$ cat src/hw/rtl/prr_pkg.sv
`timescale 1ns / 1ps

package prr_pkg;

  localparam int unsigned POS_W     = 32;
  localparam int unsigned YAW_W     = 19;
  localparam int unsigned STEP_W    = 20;
  localparam int unsigned YSTEP_W   = 18;
  localparam int unsigned THR_W     = 21;
  localparam int unsigned YTHR_W    = 19;
  localparam int unsigned YAW_EXT_W = 21;
  localparam int unsigned ADDR_W    = 4;
  localparam int unsigned DATA_W    = 32;

  // angle constants in q16.16
  localparam logic signed [YAW_EXT_W-1:0] PI_Q16     = 21'sd205887;
  localparam logic signed [YAW_EXT_W-1:0] TWO_PI_Q16 = 21'sd411775;

  // floor(n/10) = (n * DIV10_MUL) >> DIV10_SHIFT, exact for n below 2^32
  localparam logic [31:0] DIV10_MUL   = 32'hCCCC_CCCD;
  localparam int unsigned DIV10_SHIFT = 35;

  typedef enum logic [1:0] {
    REG_STEP_X   = 2'd0,
    REG_STEP_Y   = 2'd1,
    REG_STEP_Z   = 2'd2,
    REG_STEP_YAW = 2'd3
  } reg_idx_t;

  // register settings plus the precomputed snap thresholds
  typedef struct packed {
    logic [STEP_W-1:0]  step_x;
    logic [STEP_W-1:0]  step_y;
    logic [STEP_W-1:0]  step_z;
    logic [YSTEP_W-1:0] step_yaw;
    logic [THR_W-1:0]   thr_x;
    logic [THR_W-1:0]   thr_y;
    logic [THR_W-1:0]   thr_z;
    logic [YTHR_W-1:0]  thr_yaw;
  } cfg_t;

endpackage

$ cat src/hw/rtl/prr_lin.sv
`timescale 1ns / 1ps

module prr_lin (
  input  logic signed [prr_pkg::POS_W-1:0]  cur,
  input  logic signed [prr_pkg::POS_W-1:0]  tgt,
  input  logic        [prr_pkg::STEP_W-1:0] step,
  input  logic        [prr_pkg::THR_W-1:0]  thr,
  output logic signed [prr_pkg::POS_W-1:0]  nxt
);

  logic signed [32:0] diff;
  logic        [32:0] gap;
  logic        [32:0] cur_e;
  logic        [32:0] step_e;
  logic        [32:0] moved;

  always_comb begin
    diff   = {cur[31], cur} - {tgt[31], tgt};
    gap    = diff[32] ? 33'(-diff) : 33'(diff);
    cur_e  = {cur[31], cur};
    step_e = {13'd0, step};
    // never passes the target, so the 32-bit result cannot overflow
    moved  = diff[32] ? (cur_e + step_e) : (cur_e - step_e);
    if (gap <= {12'd0, thr}) begin
      nxt = tgt;
    end else begin
      nxt = moved[31:0];
    end
  end

endmodule

$ cat config.mk
export PLATFORM = sky130hd
export DESIGN_NAME = prr_lin
export DESIGN_NICKNAME = d
export VERILOG_FILES = /design/src/hw/rtl/prr_pkg.sv /design/src/hw/rtl/prr_lin.sv
export SDC_FILE = /design/constraint.sdc
export NUM_CORES = 1
export LEC_CHECK = 0
export BUFFER_PORTS_ARGS = -buffer_cell sky130_fd_sc_hd__buf_2
export CORE_AREA = 2 2 109 111
export DETAILED_ROUTE_END_ITERATION = 16
export DIE_AREA = 0 0 111 113
export PLACE_DENSITY_LB_ADDON = 0.3
export SYNTH_ARGS = -nofsm -noshare
export SYNTH_HDL_FRONTEND = slang
export SYNTH_SLANG_ARGS = --single-unit
$ cat constraint.sdc
create_clock -name vclk -period 5.63
set_input_delay 0 -clock vclk [all_inputs]
set_output_delay 0 -clock vclk [all_outputs]
set_load 0.01 [all_outputs]
==> out/metrics.cfg <==
[route]
drtIter0Drc = 447
drc = 0
vias_per_cell = 5.96
ant_nets = 0
drt-total-wl_um = 16600
wl_per_cell_um = 15.0
vias = 6606
first_pass_iters = 6

[global_route]
antenna_found_initial = 0
grt_pass1_vias = 5876
track_usage_pct = 24.8
grt_overflow = 0
grt_max_degree = 22
grt_first_pass_wirelength_um = 27000

[hold_path]
worstHoldPathType = in2out
timing.hold.worst_path_depth = 3
worstHoldStart = tgt[13]
min_to = nxt[13]

[placement]
io_buffers = 137
hpwl_um = 14200
dpl.cell_count = 1104
place_congestion = 0.990

[timing]
hold_viol = 0
holdWs_ps = 331
slew_violations = 0
grt_setup_unrepaired = true
max_freq_mhz = 187
setup_viol = 0
finalCritPeriodShare_pct = 95.1
worstMarginPinSlew_ps = 789
slew_headroom_pct = 47.1
period_needed_ps = 5350

[clock_tree]
cts_hold_buf = 0

[layout]
mostFrequentLayoutCell = buf_2
final_cell_mix = 137 x buf_2, 86 x ha_1, 78 x a21oi_1
nFlopsAndLatches = 0
fin_util_pct = 60.7
drive_gt1_share_pct = 20.7
syn2layout_area_growth_pct = 17.4
fin_nets = 1160
regArea_sq_um = 0
final_cells = 1108
insertedDiodeCount = 0
nClkBuffers = 0

[setup_path]
crit_path_end_kind = primary output
worst-setup-path-type = in2out
path_max_fanout = 10
worst_setup_path_start_kind = primary input
critical_path_arrival_ps = 5350
required_ps = 5630

[logic_synthesis]
synth.top_cell.area_share_pct = 18.5
ys_seq_area_share_pct = 0
synth_area_sq_um = 5820
synth_area_per_cell_sq_um = 7.02
yosysWarnings = 0
syn_inst = 830
netlist_top_cells_area = ha_1 18%, xnor2_1 7.8%, a21oi_1 7.0%
synth.distinct_cells = 79
synth_top_area_cell = ha_1
synth_fp_nets = 1023

[floorplan]
dieWidth_um = 111
start_util_pct = 51.7
ioPinCount = 137
rows = 39
fp.coreArea_sq_um = 11300
design.die.area_sq_um = 12500
fp.dieH_um = 113

[pwr]
powerDensity_nw_per_um2 = 206
ir_worst_vdd_mv = 0.109
p_leak_uw = 0.00345

[run]
drv_cap = 0

[run_status]
status = complete, no violations

## final cells by class
cell class / count / area [sq um]
Timing Repair Buffer: 158 / 856
Tap cell: 143 / 179
Fill cell: 1092 / 4430
Multi-Input combinational cell: 741 / 5560
Inverter: 66 / 248
## kinds of logic after synthesis
family,share of synthesized area [%]
buffers and inverters,5.95
AND/OR/NAND/NOR,21.4
AO/OA/AOI/OAI,34.2
XOR/XNOR,12.9
multiplexers,6.32
adder cells (fa/ha/maj),19.2
## per-stage QoR
stage / total power [uW] / setup TNS (ps) / setup WS (ps) / instance area [sq um]
5_1_grt: 1560 / -42.1 / -15.1 / 6840
3_3_place_gp: 1360 / 0 / 244 / 6740
3_5_place_dp: 1370 / 0 / 149 / 6740
2_1_floorplan: 1010 / 0 / 258 / 5820
4_1_cts: 1380 / 0 / 131 / 6740
6_report: 1410 / 0 / 278 / 6840
## synthesized netlist by cell type (13+ instances only)
cell type / number
o21a_1: 19
nand3_1: 16
a21o_1: 27
nand2_1: 60
and2_1: 15
nor3_1: 16
xor2_1: 34
inv_1: 66
a31oi_1: 20
mux2i_1: 27
clkbuf_1: 15
o211ai_1: 16
a211oi_1: 13
nor2_1: 52
ha_1: 86
o21ai_0: 45
a21oi_1: 81
xnor2_1: 52
## report_power, final
| part | total, uW | internal [uW] | switching [uW] |
|---|---|---|---|
| combinational | 1410 | 635 | 775 |
| clock | 0 | 0 | 0 |
| sequential | 0 | 0 | 0 |
## timing repair
action	CTS	global route
endpoints found under the setup margin	0	14
resized for setup	0	13
buffers inserted	0	4
## worst max-delay path, cell delays in order
cell and delay, ps:
buf_2 90, inv_1 40, ha_1 210, fa_1 400
nand2b_1 200, a21o_1 220, a21oi_2 180, o211ai_1 160
a21oi_2 280, o221a_4 290, buf_4 190, o41ai_1 100
xnor2_1 130, ha_1 370, nand3_1 100, a21o_1 160
o221ai_1 260, a21oi_1 130, nor3_1 350, a41oi_2 200
a21oi_1 230, o21ai_0 140, a21boi_0 260, nor2_1 110
a211o_1 260, mux2i_1 120, buf_2 150
## worst max-delay path by stage
| stage | startpoint | to | slack [ps] |
|---|---|---|---|
| after floorplan | cur[0] | nxt[31] | 260 |
| after global placement | cur[0] | nxt[30] | 240 |
| after detailed placement | cur[0] | nxt[30] | 150 |
| after CTS | cur[0] | nxt[30] | 130 |
| after global routing | cur[0] | nxt[6] | -20 |
| final | cur[0] | nxt[31] | 280 |
## layer usage
layer | vias up | wire length, um | global-route usage [%]
met5 | - | 0 | 0
met4 | 0 | 221 | 3.17
met3 | 19 | 984 | 1.29
met2 | 209 | 7460 | 42.3
met1 | 3006 | 7960 | 35.5
li1 | 3372 | - | -
No activity file was read; power rests on OpenSTA's default activity.
